--- src/rtl/led_breath_color_cycler_assert.svh ---
// assertion helpers for the breath color cycler
`ifndef LED_BREATH_COLOR_CYCLER_ASSERT_SVH
`define LED_BREATH_COLOR_CYCLER_ASSERT_SVH

// ante true at a clock edge implies cons at the same edge
`define LBCC_ASSERT_SAME(label, ante, cons, msg) \
	label: assert property (@(posedge clk) disable iff (!arst_n) (ante) |-> (cons)) \
		else $error(msg);

// ante true at a clock edge implies cons at the next edge
`define LBCC_ASSERT_NEXT(label, ante, cons, msg) \
	label: assert property (@(posedge clk) disable iff (!arst_n) (ante) |=> (cons)) \
		else $error(msg);

`endif

--- src/rtl/lbcc_pkg.sv ---
package lbcc_pkg;

	localparam int PALETTE_SIZE = 3;

	localparam int PERIOD_MAX  = 5000;
	localparam int PERIOD_MIN  = 200;
	localparam int SPEED_MAX   = 100;
	localparam int SPEED_SLOPE = (PERIOD_MAX - PERIOD_MIN) / SPEED_MAX;
	localparam int STEP_SCALE  = 10000;
	localparam int PHASE_UNIT  = 1000;

	// dividend (max+1)*10000 needs 22 bits
	localparam int DIV_STEPS = 22;

	localparam int CFG_IDX_W  = 3;
	localparam int CFG_DATA_W = 24;

	typedef enum logic [2:0] {
		REG_SPEED    = 3'd0,
		REG_MAXB     = 3'd1,
		REG_COUNT    = 3'd2,
		REG_PALETTE0 = 3'd3,
		REG_PALETTE1 = 3'd4,
		REG_PALETTE2 = 3'd5
	} cfg_reg_t;

	typedef enum logic [2:0] {
		ST_IDLE,
		ST_DIV,
		ST_ACC,
		ST_LOOP,
		ST_FIN
	} state_t;

endpackage

--- src/rtl/lbcc_if.sv ---
interface lbcc_tick_if;
	logic valid;
	logic ready;
	logic tick;

	modport source (output valid, output tick, input ready);
	modport sink (input valid, input tick, output ready);
endinterface

interface lbcc_result_if;
	logic       valid;
	logic       ready;
	logic [7:0] red_out;
	logic [7:0] green_out;
	logic [7:0] blue_out;
	logic [7:0] level_now;
	logic [1:0] palette_index;
	logic       breath_done;

	modport source (output valid, output red_out, output green_out, output blue_out,
		output level_now, output palette_index, output breath_done, input ready);
	modport sink (input valid, input red_out, input green_out, input blue_out,
		input level_now, input palette_index, input breath_done, output ready);
endinterface

interface lbcc_cfg_if;
	logic                             valid;
	logic                             ready;
	logic [lbcc_pkg::CFG_IDX_W-1:0]   index;
	logic [lbcc_pkg::CFG_DATA_W-1:0]  data;

	modport source (output valid, output index, output data, input ready);
	modport sink (input valid, input index, input data, output ready);
endinterface

--- src/rtl/led_breath_color_cycler.sv ---
// channel  | dir  | payload                                          | request
// ---------+------+--------------------------------------------------+---------------------
// ticks    | sink | tick                                             | one animation tick
// result   | src  | red/green/blue_out, level_now, palette_index,    | one per tick
//          |      | breath_done                                      |
// cfg      | sink | index (3b), data (24b)                           | register write
//
// A tick request is accepted, then the restoring divider forms the phase step
// (22 quotient bits), the step is added to the accumulator, and the accumulator
// gives up one whole 1000 per loop step (at most 13) until it is below 1000; then
// the result register is loaded. A zero tick goes straight to the result.
// ticks.ready is low while a request is at work.
// The last stage waits while the result register is still full and unread.
// Reset sets the registers to their defaults and clears all animation state.
`include "led_breath_color_cycler_assert.svh"

module led_breath_color_cycler (
	input  logic                 clk,
	input  logic                 arst_n,
	lbcc_tick_if.sink            ticks,
	lbcc_result_if.source        result,
	lbcc_cfg_if.sink             cfg
);

	// configuration
	logic [6:0]  speed_q;
	logic [7:0]  maxb_q;
	logic [1:0]  count_q;
	logic [23:0] palette_q [lbcc_pkg::PALETTE_SIZE];

	// animation state
	logic [13:0] phase_q;
	logic [8:0]  tri_q;
	logic [7:0]  level_q;
	logic [1:0]  slot_q;
	logic        done_q;

	// divider
	logic [12:0] period_q;
	logic [12:0] rem_q;
	logic [21:0] dvd_q;
	logic [4:0]  cnt_q;

	lbcc_pkg::state_t state_q, state_d;

	logic       out_valid_q;
	logic [7:0] red_q, green_q, blue_q;

	assign cfg.ready   = 1'b1;
	assign ticks.ready = (state_q == lbcc_pkg::ST_IDLE);

	logic accept;
	assign accept = ticks.valid && ticks.ready;

	// period = 5000 - speed*48, speed clamped at 100
	logic [6:0]  sp_c;
	logic [12:0] period_c;
	assign sp_c     = (speed_q > 7'(lbcc_pkg::SPEED_MAX)) ? 7'(lbcc_pkg::SPEED_MAX) : speed_q;
	assign period_c = 13'(lbcc_pkg::PERIOD_MAX)
		- 13'({6'd0, sp_c} * 13'(lbcc_pkg::SPEED_SLOPE));

	logic [8:0]  maxb_p1;
	logic [21:0] dividend_c;
	assign maxb_p1    = {1'b0, maxb_q} + 9'd1;
	assign dividend_c = 22'({13'd0, maxb_p1} * 22'(lbcc_pkg::STEP_SCALE));

	// one restoring divide step
	logic [13:0] trial;
	logic        trial_ge;
	assign trial    = {rem_q, dvd_q[21]};
	assign trial_ge = (trial >= {1'b0, period_q});

	// one accumulator step
	logic        phase_ge;
	logic [9:0]  tri_n;
	logic [9:0]  twice_max;
	logic [1:0]  count_eff;
	logic [1:0]  slot_n;
	assign phase_ge  = (phase_q >= 14'(lbcc_pkg::PHASE_UNIT));
	assign tri_n     = {1'b0, tri_q} + 10'd1;
	assign twice_max = {1'b0, maxb_q, 1'b0};
	assign slot_n    = slot_q + 2'd1;

	always_comb begin
		if (count_q == 2'd0) begin
			count_eff = 2'd1;
		end else if (count_q > 2'(lbcc_pkg::PALETTE_SIZE)) begin
			count_eff = 2'(lbcc_pkg::PALETTE_SIZE);
		end else begin
			count_eff = count_q;
		end
	end

	logic out_free;
	assign out_free = !out_valid_q || result.ready;

	always_comb begin
		state_d = state_q;
		case (state_q)
			lbcc_pkg::ST_IDLE: begin
				if (accept) begin
					state_d = ticks.tick ? lbcc_pkg::ST_DIV : lbcc_pkg::ST_FIN;
				end
			end
			lbcc_pkg::ST_DIV: begin
				if (cnt_q == 5'(lbcc_pkg::DIV_STEPS - 1)) begin
					state_d = lbcc_pkg::ST_ACC;
				end
			end
			lbcc_pkg::ST_ACC: state_d = lbcc_pkg::ST_LOOP;
			lbcc_pkg::ST_LOOP: begin
				if (!phase_ge) begin
					state_d = lbcc_pkg::ST_FIN;
				end
			end
			lbcc_pkg::ST_FIN: begin
				if (out_free) begin
					state_d = lbcc_pkg::ST_IDLE;
				end
			end
			default: state_d = lbcc_pkg::ST_IDLE;
		endcase
	end

	always_ff @(posedge clk or negedge arst_n) begin
		if (!arst_n) begin
			state_q <= lbcc_pkg::ST_IDLE;
		end else begin
			state_q <= state_d;
		end
	end

	always_ff @(posedge clk or negedge arst_n) begin
		if (!arst_n) begin
			speed_q      <= 7'd50;
			maxb_q       <= 8'd255;
			count_q      <= 2'd3;
			palette_q[0] <= 24'hFF0000;
			palette_q[1] <= 24'h00FF00;
			palette_q[2] <= 24'h0000FF;
		end else if (cfg.valid) begin
			case (cfg.index)
				lbcc_pkg::REG_SPEED:    speed_q      <= cfg.data[6:0];
				lbcc_pkg::REG_MAXB:     maxb_q       <= cfg.data[7:0];
				lbcc_pkg::REG_COUNT:    count_q      <= cfg.data[1:0];
				lbcc_pkg::REG_PALETTE0: palette_q[0] <= cfg.data;
				lbcc_pkg::REG_PALETTE1: palette_q[1] <= cfg.data;
				lbcc_pkg::REG_PALETTE2: palette_q[2] <= cfg.data;
				default: ;
			endcase
		end
	end

	always_ff @(posedge clk or negedge arst_n) begin
		if (!arst_n) begin
			phase_q <= '0;
			tri_q   <= '0;
			level_q <= '0;
			slot_q  <= '0;
			done_q  <= 1'b0;
		end else begin
			case (state_q)
				lbcc_pkg::ST_IDLE: begin
					if (accept) begin
						done_q <= 1'b0;
					end
				end
				lbcc_pkg::ST_ACC: phase_q <= phase_q + dvd_q[13:0];
				lbcc_pkg::ST_LOOP: begin
					if (phase_ge) begin
						if (tri_n >= twice_max) begin
							// breath over: restart on the next color
							phase_q <= '0;
							tri_q   <= '0;
							level_q <= '0;
							slot_q  <= (slot_n >= count_eff) ? 2'd0 : slot_n;
							done_q  <= 1'b1;
						end else begin
							phase_q <= phase_q - 14'(lbcc_pkg::PHASE_UNIT);
							tri_q   <= tri_n[8:0];
							if (tri_n > {2'd0, maxb_q}) begin
								level_q <= 8'(twice_max - tri_n);
							end else begin
								level_q <= tri_n[7:0];
							end
						end
					end
				end
				default: ;
			endcase
		end
	end

	// divider datapath; quotient shifts into dvd_q
	always_ff @(posedge clk) begin
		if (accept) begin
			period_q <= period_c;
			rem_q    <= '0;
			dvd_q    <= dividend_c;
			cnt_q    <= '0;
		end else if (state_q == lbcc_pkg::ST_DIV) begin
			rem_q <= trial_ge ? 13'(trial - {1'b0, period_q}) : trial[12:0];
			dvd_q <= {dvd_q[20:0], trial_ge};
			cnt_q <= cnt_q + 5'd1;
		end
	end

	function automatic logic [7:0] scale_channel(input logic [7:0] c, input logic [7:0] lvl);
		logic [15:0] prod;
		prod = {8'd0, c} * {8'd0, lvl};
		return (lvl == 8'd255) ? c : prod[15:8];
	endfunction

	logic [23:0] col;
	assign col = (slot_q < 2'(lbcc_pkg::PALETTE_SIZE)) ? palette_q[slot_q] : 24'd0;

	logic load_out;
	assign load_out = (state_q == lbcc_pkg::ST_FIN) && out_free;

	always_ff @(posedge clk or negedge arst_n) begin
		if (!arst_n) begin
			out_valid_q <= 1'b0;
		end else if (load_out) begin
			out_valid_q <= 1'b1;
		end else if (result.ready) begin
			out_valid_q <= 1'b0;
		end
	end

	logic [7:0] lvl_out_q;
	logic [1:0] idx_out_q;
	logic       done_out_q;

	always_ff @(posedge clk) begin
		if (load_out) begin
			red_q      <= scale_channel(col[23:16], level_q);
			green_q    <= scale_channel(col[15:8], level_q);
			blue_q     <= scale_channel(col[7:0], level_q);
			lvl_out_q  <= level_q;
			idx_out_q  <= slot_q;
			done_out_q <= done_q;
		end
	end

	assign result.valid         = out_valid_q;
	assign result.red_out       = red_q;
	assign result.green_out     = green_q;
	assign result.blue_out      = blue_q;
	assign result.level_now     = lvl_out_q;
	assign result.palette_index = idx_out_q;
	assign result.breath_done   = done_out_q;

	`LBCC_ASSERT_SAME(a_phase_settled, state_q == lbcc_pkg::ST_IDLE,
		phase_q < 14'(lbcc_pkg::PHASE_UNIT), "phase left at or above one unit")
	`LBCC_ASSERT_SAME(a_done_dark, result.valid && result.breath_done,
		result.level_now == 8'd0, "breath end reported with nonzero level")
	`LBCC_ASSERT_SAME(a_slot_range, result.valid,
		result.palette_index < 2'(lbcc_pkg::PALETTE_SIZE), "palette slot out of range")
	`LBCC_ASSERT_NEXT(a_busy_after_accept, accept, !ticks.ready,
		"tick taken again before the request finished")

endmodule

--- src/flat_wrapper.sv ---
// flat-port wrapper written by rule: the top's interface ports become plain ports
module led_breath_color_cycler_flat 
  (clk, arst_n, ticks_valid, ticks_tick, ticks_ready, result_valid, result_red_out, result_green_out, result_blue_out, result_level_now, result_palette_index, result_breath_done, result_ready, cfg_valid, cfg_index, cfg_data, cfg_ready);
  lbcc_tick_if ticks_i ();
  lbcc_result_if result_i ();
  lbcc_cfg_if cfg_i ();
  input  logic clk;
  input  logic arst_n;
  input wire logic [$bits(ticks_i.valid)-1:0] ticks_valid;
  input wire logic [$bits(ticks_i.tick)-1:0] ticks_tick;
  output wire logic [$bits(ticks_i.ready)-1:0] ticks_ready;
  output wire logic [$bits(result_i.valid)-1:0] result_valid;
  output wire logic [$bits(result_i.red_out)-1:0] result_red_out;
  output wire logic [$bits(result_i.green_out)-1:0] result_green_out;
  output wire logic [$bits(result_i.blue_out)-1:0] result_blue_out;
  output wire logic [$bits(result_i.level_now)-1:0] result_level_now;
  output wire logic [$bits(result_i.palette_index)-1:0] result_palette_index;
  output wire logic [$bits(result_i.breath_done)-1:0] result_breath_done;
  input wire logic [$bits(result_i.ready)-1:0] result_ready;
  input wire logic [$bits(cfg_i.valid)-1:0] cfg_valid;
  input wire logic [$bits(cfg_i.index)-1:0] cfg_index;
  input wire logic [$bits(cfg_i.data)-1:0] cfg_data;
  output wire logic [$bits(cfg_i.ready)-1:0] cfg_ready;
  assign ticks_i.valid = ticks_valid;
  assign ticks_i.tick = ticks_tick;
  assign ticks_ready = ticks_i.ready;
  assign result_valid = result_i.valid;
  assign result_red_out = result_i.red_out;
  assign result_green_out = result_i.green_out;
  assign result_blue_out = result_i.blue_out;
  assign result_level_now = result_i.level_now;
  assign result_palette_index = result_i.palette_index;
  assign result_breath_done = result_i.breath_done;
  assign result_i.ready = result_ready;
  assign cfg_i.valid = cfg_valid;
  assign cfg_i.index = cfg_index;
  assign cfg_i.data = cfg_data;
  assign cfg_ready = cfg_i.ready;
  led_breath_color_cycler u_core (.clk(clk), .arst_n(arst_n), .ticks(ticks_i), .result(result_i), .cfg(cfg_i));
endmodule
--- config.mk ---
export PLATFORM = sky130hd
export DESIGN_NAME = led_breath_color_cycler_flat
export DESIGN_NICKNAME = d
export VERILOG_FILES = /design/src/rtl/lbcc_pkg.sv /design/src/rtl/lbcc_if.sv /design/src/rtl/led_breath_color_cycler.sv /design/src/flat_wrapper.sv
export VERILOG_INCLUDE_DIRS = /design/src /design/src/rtl
export SDC_FILE = /design/constraint.sdc
export NUM_CORES = 1
export LEC_CHECK = 0
export ABC_AREA = 1
export ABC_CLOCK_PERIOD_IN_PS = 13800
export BUFFER_PORTS_ARGS = -buffer_cell sky130_fd_sc_hd__buf_2
export CAP_MARGIN = 25
export CORE_MARGIN = 2
export CORE_UTILIZATION = 65
export CTS_BUF_LIST = sky130_fd_sc_hd__clkbuf_16
export DETAILED_ROUTE_END_ITERATION = 10
export PLACE_DENSITY = 0.87
export SLEW_MARGIN = 20
export SYNTH_ARGS = -nofsm -noshare
export SYNTH_HDL_FRONTEND = slang
export SYNTH_SLANG_ARGS = --single-unit
--- constraint.sdc ---
create_clock -name clk -period 13.8 [get_ports clk]
set_input_delay 2.76 -clock clk [delete_from_list [all_inputs] [get_ports clk]]
set_output_delay 2.76 -clock clk [all_outputs]
set_load 0.02 [all_outputs]
==> flow_summary.rst <==
.. list-table::
   :header-rows: 1

   * - Metric
     - Value
   * - Result of the run
     - finished, final reports clean
   * - Worst path required time
     - between 10 and 15 ns
   * - Area growth syn-to-layout
     - 7.68%
   * - CTS Buffer Depth
     - 3
   * - Worst hold stages
     - 0
   * - Post-layout instance area
     - between 20000 and 25000 um2
   * - Buffers inserted by post-CTS timing repair
     - 0
   * - Placer's final routability congestion estimate
     - 0.972
   * - Top FF cell, synth
     - sky130_fd_sc_hd__dfrtp_1
   * - H-tree lvl count
     - 1
   * - Std-Cell Rows
     - 62
   * - Unrepaired setup endpoints after global routing
     - no
   * - Initial core utilization
     - 0.661
   * - Final setup violation count
     - 0
   * - CTS root buffer
     - sky130_fd_sc_hd__clkbuf_16
   * - Max-slew headroom
     - 0.334
   * - Warnings from Yosys
     - 0
   * - Async S/R FF share, synth
     - 0.602
   * - Period minus WS final
     - 6.45 ns
   * - Number of buffers inserted during clock tree synthesis
     - 25
   * - Largest net degree at the start of global routing
     - around 80
   * - Final routed wire length divided by cell count
     - 16.6 um
   * - Unique cell type count in the Yosys netlist
     - 53
   * - Port buffer count
     - 69
   * - Mean instance size in the synthesized netlist
     - 7.79 um2
   * - Share of Yosys cell area claimed by the top area cell type
     - 0.132
   * - Initial detailed-routing violation count
     - 1809
   * - Final Core Density
     - 0.712
   * - Commonest non-fill, non-tap cell in the layout
     - sky130_fd_sc_hd__nand2_1
   * - Post-synthesis instance area
     - around 19000 um2
   * - Worst Path Max Fanout
     - 30
   * - Synth Area in XOR/XNOR
     - 0.0254
   * - Least setup slack across all paths after layout
     - 7.35 ns
   * - Number of standard cells after synthesis
     - 2435
   * - Kind of critical path
     - register to register
   * - Worst Setup Start Kind
     - register
   * - Initial antenna violation count
     - 0
   * - Worst-case vdd ir drop
     - 124 uV
   * - Multiplexer share of the synthesized area
     - 0
   * - Final Hold Viols
     - 0
   * - Clock Skew
     - 0.0307 ns
   * - DR pass1 iterations
     - 6
   * - Remaining antenna violation count
     - 0
   * - Worst Max-Slew Pin Slew
     - 0.998 ns
   * - Std-Cell Core Area
     - 28700 um2
   * - Total vias in the final route
     - 16500
   * - Register area share after synthesis
     - 0.291
   * - First-pass GRT wire length
     - around 78000 um
   * - Fraction of the mapped netlist area in compound gates
     - 0.108
   * - Simple-Gate Fraction of Synth Area
     - 0.222
   * - Clock-pin slew on the worst setup and hold paths
     - 0.06 ns
   * - Period utilization
     - 0.467
   * - CP endpoint kind
     - register
   * - Width of the die
     - 175 um
   * - Quantity of hold-fixing buffers added after cts
     - 0
   * - Number of design rule violations left after detail routing
     - 0
   * - Cts repair resizes
     - 0
   * - Layout cell share with drive strength beyond 1
     - 0.0778
   * - Vias per cell
     - 5.73
   * - Dominant combinational cell family by area after synthesis
     - adder cells
   * - Post-place setup slack
     - 7.47 ns
   * - Diode count
     - 0
   * - CP arrival
     - 6.75 ns
   * - Global Route Usage Sum
     - 0.313
   * - Cell taking the most area after synthesis
     - sky130_fd_sc_hd__ha_1
   * - Source-to-sink clock delay at the later pin of the worst-skew pair
     - 0.55 ns
   * - Num ports
     - 71
   * - Post-Synthesis Net Count
     - 2790
   * - Post-DP Area
     - 19600 um2
   * - Max-slew violations
     - 0
   * - Total detailed-routing wirelength
     - between 40000 and 50000 um
   * - Half-perimeter wire length after placement
     - 35200 um
   * - Number of nets at the end of the flow
     - 2831
   * - Leading cell types by total area after synthesis
     - sky130_fd_sc_hd__ha_1 (13%), sky130_fd_sc_hd__fa_1 (13%), sky130_fd_sc_hd__dfrtp_1 (12%), sky130_fd_sc_hd__nand2_1 (11%), sky130_fd_sc_hd__edfxtp_1 (9.8%)
   * - Count of flip-flops with a built-in enable after synthesis
     - 62
   * - Aggregate negative setup slack
     - 0 ns
   * - HP Class
     - register to register
   * - Die span in y
     - 175 um
   * - Clk sinks
     - 211
   * - Pleak
     - 0.0108 uW
   * - Die Outline Area
     - 30600 um2
   * - Max-cap violations
     - 0
   * - Synthesized-area fraction occupied by adder cells
     - 0.261
   * - FF-to-FF setup slack
     - 7.35 ns
   * - Count of cells along the worst register-to-register path
     - 20
   * - CTS tree
     - yes
   * - Overflow left after global routing
     - 0
   * - Most used cells in the layout excluding fill and tap cells
     - sky130_fd_sc_hd__nand2_1 (546), sky130_fd_sc_hd__inv_1 (391), sky130_fd_sc_hd__nor2_1 (274), sky130_fd_sc_hd__ha_1 (200), sky130_fd_sc_hd__o21ai_0 (199)
   * - Total power divided by cell area
     - 203 nW/um2
   * - Synthesized flop and latch total
     - between 200 and 250
   * - Number of global-route vias before repair
     - 16200
   * - Upper clock frequency limit
     - 155 MHz
[metal layers]
| layer | track usage | up-vias | part of all wire |
|---|---|---|---|
| met1 | 0.432 | 7770 | 0.42 |
| met4 | 0.0931 | 0 | 0.029 |
| met3 | 0.0651 | 116 | 0.092 |
| met5 | 0 | - | 0 |
| met2 | 0.500 | 753 | 0.46 |
| li1 | - | 7868 | - |
[cell usage after synthesis (11+ instances only)]
library cell / number
sky130_fd_sc_hd__fa_1: 122
sky130_fd_sc_hd__edfxtp_1: 62
sky130_fd_sc_hd__buf_2: 12
sky130_fd_sc_hd__nor3_1: 19
sky130_fd_sc_hd__o21ai_2: 11
sky130_fd_sc_hd__ha_1: 200
sky130_fd_sc_hd__xnor2_1: 25
sky130_fd_sc_hd__nor2_1: 276
sky130_fd_sc_hd__dfxtp_1: 22
sky130_fd_sc_hd__clkbuf_1: 45
sky130_fd_sc_hd__o21ai_0: 199
sky130_fd_sc_hd__nand3_1: 118
sky130_fd_sc_hd__dfstp_2: 37
sky130_fd_sc_hd__dfrtp_1: 90
sky130_fd_sc_hd__xor2_1: 30
sky130_fd_sc_hd__a21o_1: 11
sky130_fd_sc_hd__inv_1: 384
sky130_fd_sc_hd__nand2_1: 546
sky130_fd_sc_hd__nand4_1: 19
sky130_fd_sc_hd__a21oi_1: 108
[critical path: stages, from the launching register on]
cell	delay [ns]
sky130_fd_sc_hd__dfrtp_1	0.75
sky130_fd_sc_hd__inv_1	0.79
sky130_fd_sc_hd__nor2_1	0.07
sky130_fd_sc_hd__o21ai_0	0.47
sky130_fd_sc_hd__nand2_1	0.34
sky130_fd_sc_hd__inv_1	0.17
sky130_fd_sc_hd__nand2_1	0.08
sky130_fd_sc_hd__fa_1	0.49
sky130_fd_sc_hd__fa_1	0.55
sky130_fd_sc_hd__inv_1	0.06
sky130_fd_sc_hd__fa_1	0.50
sky130_fd_sc_hd__fa_1	0.49
sky130_fd_sc_hd__ha_1	0.34
sky130_fd_sc_hd__a21oi_1	0.31
sky130_fd_sc_hd__o21ai_0	0.12
sky130_fd_sc_hd__inv_1	0.10
sky130_fd_sc_hd__nor2_1	0.05
sky130_fd_sc_hd__a211oi_1	0.24
sky130_fd_sc_hd__nand3_1	0.12
sky130_fd_sc_hd__nand3_1	0.09
sky130_fd_sc_hd__nand2_1	0.05
[state kept, by name (all words and copies together), names as in the netlist, 2 cells and up]
signal / count
u_core.rem_q: 13
u_core.state_q: 3
u_core.phase_q: 14
u_core.speed_q: 7
u_core.result.blue_out: 8
u_core.cnt_q: 5
u_core.slot_q: 2
u_core.palette_q: 72
u_core.level_q: 8
u_core.result.red_out: 8
u_core.tri_q: 9
u_core.dvd_q: 22
u_core.result.level_now: 8
u_core.period_q: 9
u_core.result.palette_index: 2
u_core.result.green_out: 8
u_core.count_q: 2
u_core.maxb_q: 8
[power breakdown]
part	total, uW	switching, uW	internal (uW)	leakage, uW
clock network	633	274	359	0.000409
logic	2470	1600	868	0.00806
registers	1040	162	874	0.00231
[cell type report]
cell class	instances	area, um2
well taps	384	480
clock inverters	20	126
repair buffers	78	455
flip-flops and latches	211	5530
clock buffers	26	651
multi-input cells	1767	11700
fillers	2242	8280
inverters	393	1480
[cell families after synthesis]
logic type,after synthesis
other,1
adders and majority gates,322
DFF,211
and+or+nand+nor,1017
buffers and inverters,457
xor gates and xnor gates,55
AOI/OAI and AO/OA,372
[final timing paths]
kind | from | end
worst max-delay path | u_core.slot_q[0] | u_core.result.green_out[6]
min in group asynchronous | arst_n | u_core.palette_q[55]
max in group asynchronous | arst_n | u_core.palette_q[49]
worst min register to register | u_core.done_q | u_core.result.breath_done
worst min-delay path | u_core.done_q | u_core.result.breath_done
worst max register to register | u_core.slot_q[0] | u_core.result.green_out[6]
[per-stage QoR]
stage	hold WS [ns]	total power (uW)	cells
global route	0.492	4510	2879
global placement	0.443	3340	2831
detailed placement	0.443	3440	2832
CTS	0.458	4100	2878
floorplan	0.420	2850	2435
finish	0.469	4140	2879
No activity file was read; power rests on OpenSTA's default activity.
